**config.mk**
```make
export PLATFORM = sky130hd
export DESIGN_NAME = ray_closest_hit_2d_top
export DESIGN_NICKNAME = d
export VERILOG_FILES = /design/src/rtl/rch2d_pkg.sv /design/src/rtl/ray_closest_hit_2d_top.sv
export SDC_FILE = /design/constraint.sdc
export NUM_CORES = 2
export LEC_CHECK = 0
export ABC_AREA = 1
export BUFFER_PORTS_ARGS = -buffer_cell sky130_fd_sc_hd__buf_2
export CAP_MARGIN = 20
export CORE_MARGIN = 5
export CORE_UTILIZATION = 40
export DETAILED_ROUTE_END_ITERATION = 10
export GPL_TIMING_DRIVEN = 1
export SLEW_MARGIN = 20
export SYNTH_ARGS = -nofsm -noshare
export SYNTH_HDL_FRONTEND = slang
export SYNTH_SLANG_ARGS = --single-unit
```
**constraint.sdc**
```tcl
create_clock -name clk -period 18.46 [get_ports clk]
set_clock_uncertainty 0.2 [all_clocks]
set_input_delay 5.538 -clock clk [delete_from_list [all_inputs] [get_ports clk]]
set_output_delay 5.538 -clock clk [all_outputs]
set_load 0.01 [all_outputs]
```
**src/rtl/rch2d_pkg.sv**
```systemverilog
// Package for the 2D ray closest-hit block: field widths, register addresses and the sequencer state type.
// Used by rtl/ray_closest_hit_2d_top.sv and test/testbench.sv; depends on nothing else.
package rch2d_pkg;

  localparam int unsigned POS_W  = 24;
  localparam int unsigned DIR_W  = 16;
  localparam int unsigned DIST_W = 23;
  localparam int unsigned THR_W  = 16;
  localparam int unsigned ID_W   = 10;
  localparam int unsigned CFG_AW = 3;
  localparam int unsigned IN_DW  = 64;
  localparam int unsigned OUT_DW = 120;

  localparam logic [CFG_AW-1:0] REG_ORIGIN_X = 3'd0;
  localparam logic [CFG_AW-1:0] REG_ORIGIN_Y = 3'd1;
  localparam logic [CFG_AW-1:0] REG_DIR_X    = 3'd2;
  localparam logic [CFG_AW-1:0] REG_DIR_Y    = 3'd3;
  localparam logic [CFG_AW-1:0] REG_MAX_DIST = 3'd4;
  localparam logic [CFG_AW-1:0] REG_HIT_THR  = 3'd5;

  typedef enum logic [3:0] {
    ST_IDLE, ST_THR, ST_TX, ST_TY, ST_PROJ, ST_CX, ST_CY, ST_SQX, ST_SQY,
    ST_UPD, ST_FIN, ST_SQRT, ST_DIVX, ST_DIVY, ST_OUT
  } rch2d_state_t;

endpackage

```
**src/rtl/ray_closest_hit_2d_top.sv**
```systemverilog
// Nearest collider hit along one 2D ray, built round one shared 25 x 25 bit multiplier.
// Depends on rtl/rch2d_pkg.sv.
//
// Each collider transfer runs the steps of the multiply sequencer in turn (threshold
// square, dot product, closest point, squared offset, compare); a collider whose projection
// fails leaves after the projection test, and one beyond the collider limit of the query
// after the threshold square. The transfer marked last then adds a finishing pass: a direct
// move to the output when there is no hit or a zero offset, otherwise a bit-serial square root
// and two restoring divisions for the unit normal. The block takes no input while an item
// is being worked on or while a result waits on the output.
module ray_closest_hit_2d_top #(
  parameter int unsigned MAX_COLLIDERS = 1024
) (
  input  logic                          clk,
  input  logic                          rst_n,
  input  logic                          in_tvalid,
  output logic                          in_tready,
  // pos_x[23:0], pos_y[47:24], collider_id[57:48], zero fill
  input  logic [rch2d_pkg::IN_DW-1:0]   in_tdata,
  input  logic                          in_tlast,
  output logic                          out_tvalid,
  input  logic                          out_tready,
  // hit_id[9:0], point_x[33:10], point_y[57:34], hit_distance[80:58],
  // normal_x[96:81], normal_y[112:97], zero fill
  output logic [rch2d_pkg::OUT_DW-1:0]  out_tdata,
  // hit_found
  output logic                          out_tuser,
  input  logic                          cfg_we,
  input  logic [rch2d_pkg::CFG_AW-1:0]  cfg_addr,
  input  logic [rch2d_pkg::POS_W-1:0]   cfg_wdata
);
  import rch2d_pkg::*;

  localparam int unsigned CNT_W = $clog2(MAX_COLLIDERS + 1);

  // configuration
  logic signed [23:0] origin_x_r, origin_y_r;
  logic signed [15:0] dir_x_r, dir_y_r;
  logic [22:0]        max_dist_r;
  logic [THR_W-1:0]   thr_r;

  // query state
  rch2d_state_t state_r, state_nxt;
  logic               open_r;
  logic [CNT_W-1:0]   cnt_r;
  logic               found_r;
  logic [22:0]        best_dist_r;
  logic [9:0]         best_id_r;
  logic signed [23:0] best_px_r, best_py_r;
  logic signed [16:0] best_ox_r, best_oy_r;
  logic [31:0]        best_m_r;

  // item working registers
  logic signed [23:0] px_r, py_r;
  logic [9:0]         id_r;
  logic               last_r;
  logic signed [24:0] tx_r, ty_r;
  logic [31:0]        thr_sq_r;
  logic signed [41:0] acc_r;
  logic [22:0]        proj_r;
  logic signed [26:0] cx_r, cy_r;
  logic signed [27:0] ox_r, oy_r;

  // finishing pass
  logic [59:0]        sq_n_r, sq_q_r;
  logic [58:0]        sq_b_r;
  logic [30:0]        len_r;
  logic [44:0]        rem_r, div_d_r;
  logic [14:0]        quo_r;
  logic [4:0]         step_r;
  logic signed [15:0] nx_r, ny_r;

  logic               out_valid_r;
  logic               out_found_r;
  logic [OUT_DW-1:0]  out_data_r;

  // shared multiplier
  logic signed [24:0] mul_a, mul_b;
  logic signed [49:0] mul_p;

  always_comb begin
    mul_a = '0;
    mul_b = '0;
    unique case (state_r)
      ST_THR: begin
        mul_a = $signed({9'd0, thr_r});
        mul_b = $signed({9'd0, thr_r});
      end
      ST_TX: begin
        mul_a = tx_r;
        mul_b = 25'(dir_x_r);
      end
      ST_TY: begin
        mul_a = ty_r;
        mul_b = 25'(dir_y_r);
      end
      ST_CX: begin
        mul_a = 25'(dir_x_r);
        mul_b = $signed({2'd0, proj_r});
      end
      ST_CY: begin
        mul_a = 25'(dir_y_r);
        mul_b = $signed({2'd0, proj_r});
      end
      ST_SQX: begin
        mul_a = ox_r[24:0];
        mul_b = ox_r[24:0];
      end
      ST_SQY: begin
        mul_a = oy_r[24:0];
        mul_b = oy_r[24:0];
      end
      default: ;
    endcase
  end

  assign mul_p = mul_a * mul_b;

  // projection test on the registered dot product
  logic signed [27:0] proj_full;
  logic               proj_ok;
  assign proj_full = acc_r[41:14];
  assign proj_ok   = !proj_full[27] && (proj_full != '0) && (proj_full[27:23] == '0) &&
                     (proj_full[22:0] < best_dist_r);

  logic signed [26:0] pt_new;
  assign pt_new = 27'(origin_x_r) + 27'($signed(mul_p[39:14]));
  logic signed [26:0] pt_new_y;
  assign pt_new_y = 27'(origin_y_r) + 27'($signed(mul_p[39:14]));

  // offsets that do not fit in seventeen signed bits cannot be inside the threshold
  logic ox_small, oy_small;
  assign ox_small = (ox_r[27:16] == '0) || (ox_r[27:16] == '1);
  assign oy_small = (oy_r[27:16] == '0) || (oy_r[27:16] == '1);

  function automatic logic signed [23:0] sat24(input logic signed [26:0] v);
    if (v[26:23] == 4'b0000 || v[26:23] == 4'b1111) begin
      return v[23:0];
    end else if (v[26]) begin
      return 24'sh800000;
    end else begin
      return 24'sh7fffff;
    end
  endfunction

  // square root step
  logic [60:0] sq_try;
  assign sq_try = {1'b0, sq_q_r} + {2'b0, sq_b_r};

  // division step
  logic [44:0] rem_sub;
  logic        div_ge;
  logic [14:0] quo_nxt;
  logic [14:0] quo_cl;
  assign div_ge  = rem_r >= div_d_r;
  assign rem_sub = rem_r - div_d_r;
  assign quo_nxt = {quo_r[13:0], div_ge};
  assign quo_cl  = (quo_nxt > 15'd16384) ? 15'd16384 : quo_nxt;

  logic [15:0] abs_oy;
  assign abs_oy = best_oy_r[16] ? 16'(-best_oy_r) : best_oy_r[15:0];
  logic [15:0] abs_ox;
  assign abs_ox = best_ox_r[16] ? 16'(-best_ox_r) : best_ox_r[15:0];

  logic in_fire;
  assign in_tready = (state_r == ST_IDLE) && !out_valid_r;
  assign in_fire   = in_tvalid && in_tready;

  // sequencer
  always_comb begin
    state_nxt = state_r;
    unique case (state_r)
      ST_IDLE: if (in_fire) begin
        state_nxt = ST_THR;
      end
      ST_THR: begin
        if (cnt_r < CNT_W'(MAX_COLLIDERS)) begin
          state_nxt = ST_TX;
        end else begin
          state_nxt = last_r ? ST_FIN : ST_IDLE;
        end
      end
      ST_TX:  state_nxt = ST_TY;
      ST_TY:  state_nxt = ST_PROJ;
      ST_PROJ: begin
        if (proj_ok) begin
          state_nxt = ST_CX;
        end else begin
          state_nxt = last_r ? ST_FIN : ST_IDLE;
        end
      end
      ST_CX:  state_nxt = ST_CY;
      ST_CY:  state_nxt = ST_SQX;
      ST_SQX: state_nxt = ST_SQY;
      ST_SQY: state_nxt = ST_UPD;
      ST_UPD: state_nxt = last_r ? ST_FIN : ST_IDLE;
      ST_FIN: state_nxt = (found_r && best_m_r != '0) ? ST_SQRT : ST_OUT;
      ST_SQRT: if (step_r == '0) begin
        state_nxt = ST_DIVX;
      end
      ST_DIVX: if (step_r == '0) begin
        state_nxt = ST_DIVY;
      end
      ST_DIVY: if (step_r == '0) begin
        state_nxt = ST_OUT;
      end
      ST_OUT: state_nxt = ST_IDLE;
      default: state_nxt = ST_IDLE;
    endcase
  end

  always_ff @(posedge clk) begin
    if (!rst_n) begin
      state_r <= ST_IDLE;
    end else begin
      state_r <= state_nxt;
    end
  end

  // configuration registers
  always_ff @(posedge clk) begin
    if (!rst_n) begin
      origin_x_r <= '0;
      origin_y_r <= '0;
      dir_x_r    <= 16'sd16384;
      dir_y_r    <= '0;
      max_dist_r <= 23'h7fffff;
      thr_r      <= 16'd512;
    end else if (cfg_we) begin
      unique case (cfg_addr)
        REG_ORIGIN_X: origin_x_r <= cfg_wdata;
        REG_ORIGIN_Y: origin_y_r <= cfg_wdata;
        REG_DIR_X:    dir_x_r    <= cfg_wdata[15:0];
        REG_DIR_Y:    dir_y_r    <= cfg_wdata[15:0];
        REG_MAX_DIST: max_dist_r <= cfg_wdata[22:0];
        REG_HIT_THR:  thr_r      <= cfg_wdata[15:0];
        default: ;
      endcase
    end
  end

  // query control state
  always_ff @(posedge clk) begin
    if (!rst_n) begin
      open_r  <= 1'b0;
      cnt_r   <= '0;
      found_r <= 1'b0;
    end else begin
      if (in_fire && !open_r) begin
        open_r  <= 1'b1;
        cnt_r   <= '0;
        found_r <= 1'b0;
      end
      if (state_r == ST_TX) begin
        cnt_r <= cnt_r + 1'b1;
      end
      if (state_r == ST_UPD && ox_small && oy_small && acc_r < 42'(thr_sq_r)) begin
        found_r <= 1'b1;
      end
      if (state_r == ST_OUT) begin
        open_r <= 1'b0;
      end
    end
  end

  // datapath
  always_ff @(posedge clk) begin
    if (in_fire) begin
      px_r   <= in_tdata[23:0];
      py_r   <= in_tdata[47:24];
      id_r   <= in_tdata[57:48];
      last_r <= in_tlast;
      tx_r   <= 25'($signed(in_tdata[23:0])) - 25'(origin_x_r);
      ty_r   <= 25'($signed(in_tdata[47:24])) - 25'(origin_y_r);
      if (!open_r) begin
        best_dist_r <= max_dist_r;
        best_id_r   <= '0;
        best_px_r   <= '0;
        best_py_r   <= '0;
        best_ox_r   <= '0;
        best_oy_r   <= '0;
        best_m_r    <= '0;
      end
    end
    unique case (state_r)
      ST_THR:  thr_sq_r <= mul_p[31:0];
      ST_TX:   acc_r <= mul_p[41:0];
      ST_TY:   acc_r <= acc_r + mul_p[41:0];
      ST_PROJ: proj_r <= proj_full[22:0];
      ST_CX:   cx_r <= pt_new;
      ST_CY: begin
        cy_r <= pt_new_y;
        ox_r <= 28'(cx_r) - 28'(px_r);
      end
      ST_SQX: begin
        acc_r <= mul_p[41:0];
        oy_r  <= 28'(cy_r) - 28'(py_r);
      end
      ST_SQY:  acc_r <= acc_r + mul_p[41:0];
      ST_UPD: begin
        if (ox_small && oy_small && acc_r < 42'(thr_sq_r)) begin
          best_dist_r <= proj_r;
          best_id_r   <= id_r;
          best_px_r   <= sat24(cx_r);
          best_py_r   <= sat24(cy_r);
          best_ox_r   <= ox_r[16:0];
          best_oy_r   <= oy_r[16:0];
          best_m_r    <= acc_r[31:0];
        end
      end
      ST_FIN: begin
        nx_r   <= '0;
        ny_r   <= '0;
        sq_n_r <= {best_m_r, 28'd0};
        sq_q_r <= '0;
        sq_b_r <= {1'b1, 58'd0};
        step_r <= 5'd29;
      end
      ST_SQRT: begin
        if (sq_try <= {1'b0, sq_n_r}) begin
          sq_n_r <= sq_n_r - sq_try[59:0];
          sq_q_r <= (sq_q_r >> 1) + {1'b0, sq_b_r};
        end else begin
          sq_q_r <= sq_q_r >> 1;
        end
        sq_b_r <= sq_b_r >> 2;
        if (step_r == '0) begin
          // the last step leaves the root in the quotient register
          len_r   <= (sq_try <= {1'b0, sq_n_r}) ? 31'((sq_q_r >> 1) + {1'b0, sq_b_r})
                                                 : 31'(sq_q_r >> 1);
          rem_r   <= ({13'd0, abs_ox, 16'd0} << 12) +
                     45'(((sq_try <= {1'b0, sq_n_r}) ? ((sq_q_r >> 1) + {1'b0, sq_b_r})
                                                     : (sq_q_r >> 1)) >> 1);
          div_d_r <= 45'(((sq_try <= {1'b0, sq_n_r}) ? ((sq_q_r >> 1) + {1'b0, sq_b_r})
                                                     : (sq_q_r >> 1))) << 14;
          quo_r   <= '0;
          step_r  <= 5'd14;
        end else begin
          step_r <= step_r - 1'b1;
        end
      end
      ST_DIVX: begin
        if (step_r == '0) begin
          nx_r    <= best_ox_r[16] ? -$signed({1'b0, quo_cl}) : $signed({1'b0, quo_cl});
          rem_r   <= {1'b0, abs_oy, 28'd0} + 45'(len_r >> 1);
          div_d_r <= 45'(len_r) << 14;
          quo_r   <= '0;
          step_r  <= 5'd14;
        end else begin
          rem_r   <= div_ge ? rem_sub : rem_r;
          quo_r   <= quo_nxt;
          div_d_r <= div_d_r >> 1;
          step_r  <= step_r - 1'b1;
        end
      end
      ST_DIVY: begin
        if (step_r == '0) begin
          ny_r <= best_oy_r[16] ? -$signed({1'b0, quo_cl}) : $signed({1'b0, quo_cl});
        end else begin
          rem_r   <= div_ge ? rem_sub : rem_r;
          quo_r   <= quo_nxt;
          div_d_r <= div_d_r >> 1;
          step_r  <= step_r - 1'b1;
        end
      end
      default: ;
    endcase
  end

  // output register
  always_ff @(posedge clk) begin
    if (!rst_n) begin
      out_valid_r <= 1'b0;
    end else if (state_r == ST_OUT) begin
      out_valid_r <= 1'b1;
    end else if (out_tready) begin
      out_valid_r <= 1'b0;
    end
  end

  always_ff @(posedge clk) begin
    if (state_r == ST_OUT) begin
      out_found_r <= found_r;
      if (found_r) begin
        out_data_r <= {7'd0, ny_r, nx_r, best_dist_r, best_py_r, best_px_r, best_id_r};
      end else begin
        out_data_r <= '0;
      end
    end
  end

  assign out_tvalid = out_valid_r;
  assign out_tdata  = out_data_r;
  assign out_tuser  = out_found_r;

  a_busy_after_accept: assert property (@(posedge clk) disable iff (!rst_n)
    in_tvalid && in_tready |=> state_r != ST_IDLE)
    else $error("sequencer stayed idle after an input transfer");

  a_root_needs_hit: assert property (@(posedge clk) disable iff (!rst_n)
    state_r == ST_SQRT |-> found_r && best_m_r != '0)
    else $error("square root started without a hit offset");

  a_count_bound: assert property (@(posedge clk) disable iff (!rst_n)
    cnt_r <= CNT_W'(MAX_COLLIDERS))
    else $error("item count passed the collider limit");

  a_no_overwrite: assert property (@(posedge clk) disable iff (!rst_n)
    state_r == ST_OUT |-> !out_valid_r)
    else $error("result loaded over a pending transfer");

endmodule

```
==> results.yml <==
clock_network:
  max-clock-path-buffers: 3
  clock-sinks: 1036
  ctsHoldBuffers: 0
  ctsResizeCount: 0
  clk_root_buffer_cell: "clkbuf_16"
  cts_setup_buffers: 0
  cts.clk_slew.worst_paths_ns: 0.07
  numCtsBuffers: 120
  htree_num_levels: 3
  clk_latency_ns: 0.80
  cts_tree: "done"
sta:
  timing.hold.ws_ns: 0.241
  setup_slack_ns: 6.02
  hold_viol_final: 0
  maxSlewHeadroom_pct: 20.8
  max_clock_freq_mhz: 80.4
  rsz0062_at_grt: "no"
  setup_viol: 0
  fin_setup_tns_ns: 0
  period_share_pct: 67.4
  drv_slew: 0
  tightestPinTransition_ns: 1.18
  fin_crit_ns: 12.44
logic_synthesis:
  ys_async_sr_fraction_pct: 0
  yosys-top-cells-area: "edfxtp_1 26%, fa_1 13%, inv_1 9.2%"
  ys.flop_type: "edfxtp_1"
  synth_area_leader_cell: "edfxtp_1"
  yosysWarnings: 0
  avgSynthCellArea_um2: 8.01
  syn_inst: 10881
  ys_seq_area_share_pct: 32.4
  syn-cell-area_mm2: 0.0871
  ys_types: 71
  synth_top_area_share_pct: 25.9
  synth-edff-count: 752
  ys_ff_latch: 1036
final_layout:
  area_growth_pct: 9.76
  final_common_cell: "inv_1"
  fin_util_pct: 44.1
  mostFrequentLayoutCells: "2121 x inv_1, 2119 x nand2_1, 968 x nor2_1, 754 x o21ai_0, 752 x edfxtp_1"
  stdcell_area_mm2: 0.0956
  fin_nets: 12343
  stdcell_count: 14002
  layout-drive-gt1-share_pct: 5.92
die:
  chipHeight_um: 477
  start_util_pct: 40.2
  die_x_um: 477
  pin_count: 220
  std_cell_rows: 171
  core_area_mm2: 0.217
  die_area_mm2: 0.227
grt:
  first_global_vias: 73505
  antenna_found_initial: 11
  grt_max_degree: 109
  grtUsageTotal_pct: 25.4
  grt_pass1_wl_um: 446000
  overflow: 0
run_status:
  status: "finished clean"
setup_path:
  start_kind: "register"
  crit_slowest_cell: "xor2_1"
  cp.required_ns: 18.86
  path_class: "register to register"
  slowest_delay_ns: 0.95
  worst_setup_path_end_kind: "register"
  worst_ep_arrival_time_ns: 12.84
  critPathMaxFanout: 60
placed_design:
  place_inst: 13769
  dpl.hpwl_um: 240000
  placed_area_mm2: 0.0916
  portBuffers: 206
  pre_cts_slack_ns: 6.18
  gp_congestion: 0.961
drt:
  drtIter0Drc: 6842
  wl_per_cell_um: 21.3
  viasPerCell: 5.34
  ant_nets: 0
  wl_um: 298000
  num_vias: 74752
  drc: 0
  dr.pass1.iters: 6
power_and_ir_drop:
  power.total_mw: 6.81
  p_leak_nw: 45.4
  p_per_area_mw_per_mm2: 71.2
  vdd_ir_drop_max_mv: 0.0847
worst_hold_path:
  hp-class: "register to register"
job:
  max_cap_viol_count: 0
[synthesized netlist by cell type, types with 78 or more instances]
library cell     n
inv_1         2125
nand2_1       2122
nor2_1         974
o21ai_0        755
edfxtp_1       752
a21oi_1        713
ha_1           631
fa_1           578
nand3_1        444
dfxtp_1        284
xor2_1         261
clkbuf_1       234
xnor2_1        127
nor3_1          96
nand4_1         78
[cell type report]
| cell class | instances | area, um^2 |
|---|---|---|
| multi-input cells | 7406 | 49700 |
| clock inverters | 61 | 698 |
| well taps | 2854 | 3570 |
| fillers | 21922 | 121000 |
| inverters | 2149 | 8080 |
| clock buffers | 163 | 3330 |
| repair buffers | 324 | 1920 |
| diodes | 9 | 22.5 |
| flip-flops and latches | 1036 | 28300 |
[kinds of logic (layout without fill, tap and decap cells)]
group | count (synthesis) | count (layout) | synth area share [%]
AO/OA/AOI/OAI | 1921 | 1921 | 12.3
XOR/XNOR | 388 | 388 | 3.90
adder cells (fa/ha/maj) | 1209 | 1209 | 22.3
buffers and inverters | 2445 | 2697 | 10.7
flip-flops | 1036 | 1036 | 32.4
other | 1 | 16 | 0.00430
AND/OR/NAND/NOR | 3881 | 3881 | 18.4
[layer usage]
| metal | GRT usage, % | vias to the layer above | wire [um] | share of wire [%] |
|---|---|---|---|---|
| met5 | 0 | - | 75 | 0.025 |
| met4 | 12.4 | 10 | 16700 | 5.6 |
| met3 | 3.20 | 570 | 18200 | 6.1 |
| met2 | 42.3 | 2618 | 139000 | 47 |
| met1 | 32.8 | 36201 | 124000 | 42 |
| li1 | - | 35353 | - | - |
[power by group]
group	switching, mW	leakage [nW]	total, mW	internal, mW
combinational	1.12	34.5	1.56	0.441
clock	1.06	1.95	2.48	1.42
sequential	0.0932	8.97	2.77	2.68
total	2.27	45.4	6.81	4.54
[worst max-delay path: cells and delay by family, from the launching register on]
family	cells	cell delay (ns)
xor gates and xnor gates	1	0.95
and+or+nand+nor	17	2.88
AOI/OAI and AO/OA	5	1.22
buffers and inverters	9	2.09
DFF	1	0.45
adders and majority gates	9	4.39
[flip-flops by register name, indices dropped and copies added, names as in the netlist, 24 cells and up]
| signal | cells |
|---|---|
| cx_r | 27 |
| best_px_r | 24 |
| px_r | 24 |
| origin_y_r | 24 |
| best_m_r | 32 |
| py_r | 24 |
| ox_r | 28 |
| ty_r | 25 |
| out_tdata | 113 |
| cy_r | 27 |
| origin_x_r | 24 |
| tx_r | 25 |
| rem_r | 45 |
| sq_b_r | 30 |
| sq_q_r | 60 |
| acc_r | 42 |
| len_r | 31 |
| sq_n_r | 60 |
| div_d_r | 45 |
| oy_r | 28 |
| best_py_r | 24 |
| thr_sq_r | 32 |
[path summary, 6_finish.rpt]
kind / from / end / slack [ns] / cells past startpoint
setup reg to reg: state_r[2] / acc_r[38] / 6.02 / 41
hold reg to reg: id_r[5] / best_id_r[5] / 0.24 / 2
hold / removal: id_r[5] / best_id_r[5] / 0.24 / 2
setup / recovery: state_r[2] / acc_r[38] / 6.02 / 41
(Power assumes the default switching activity.)
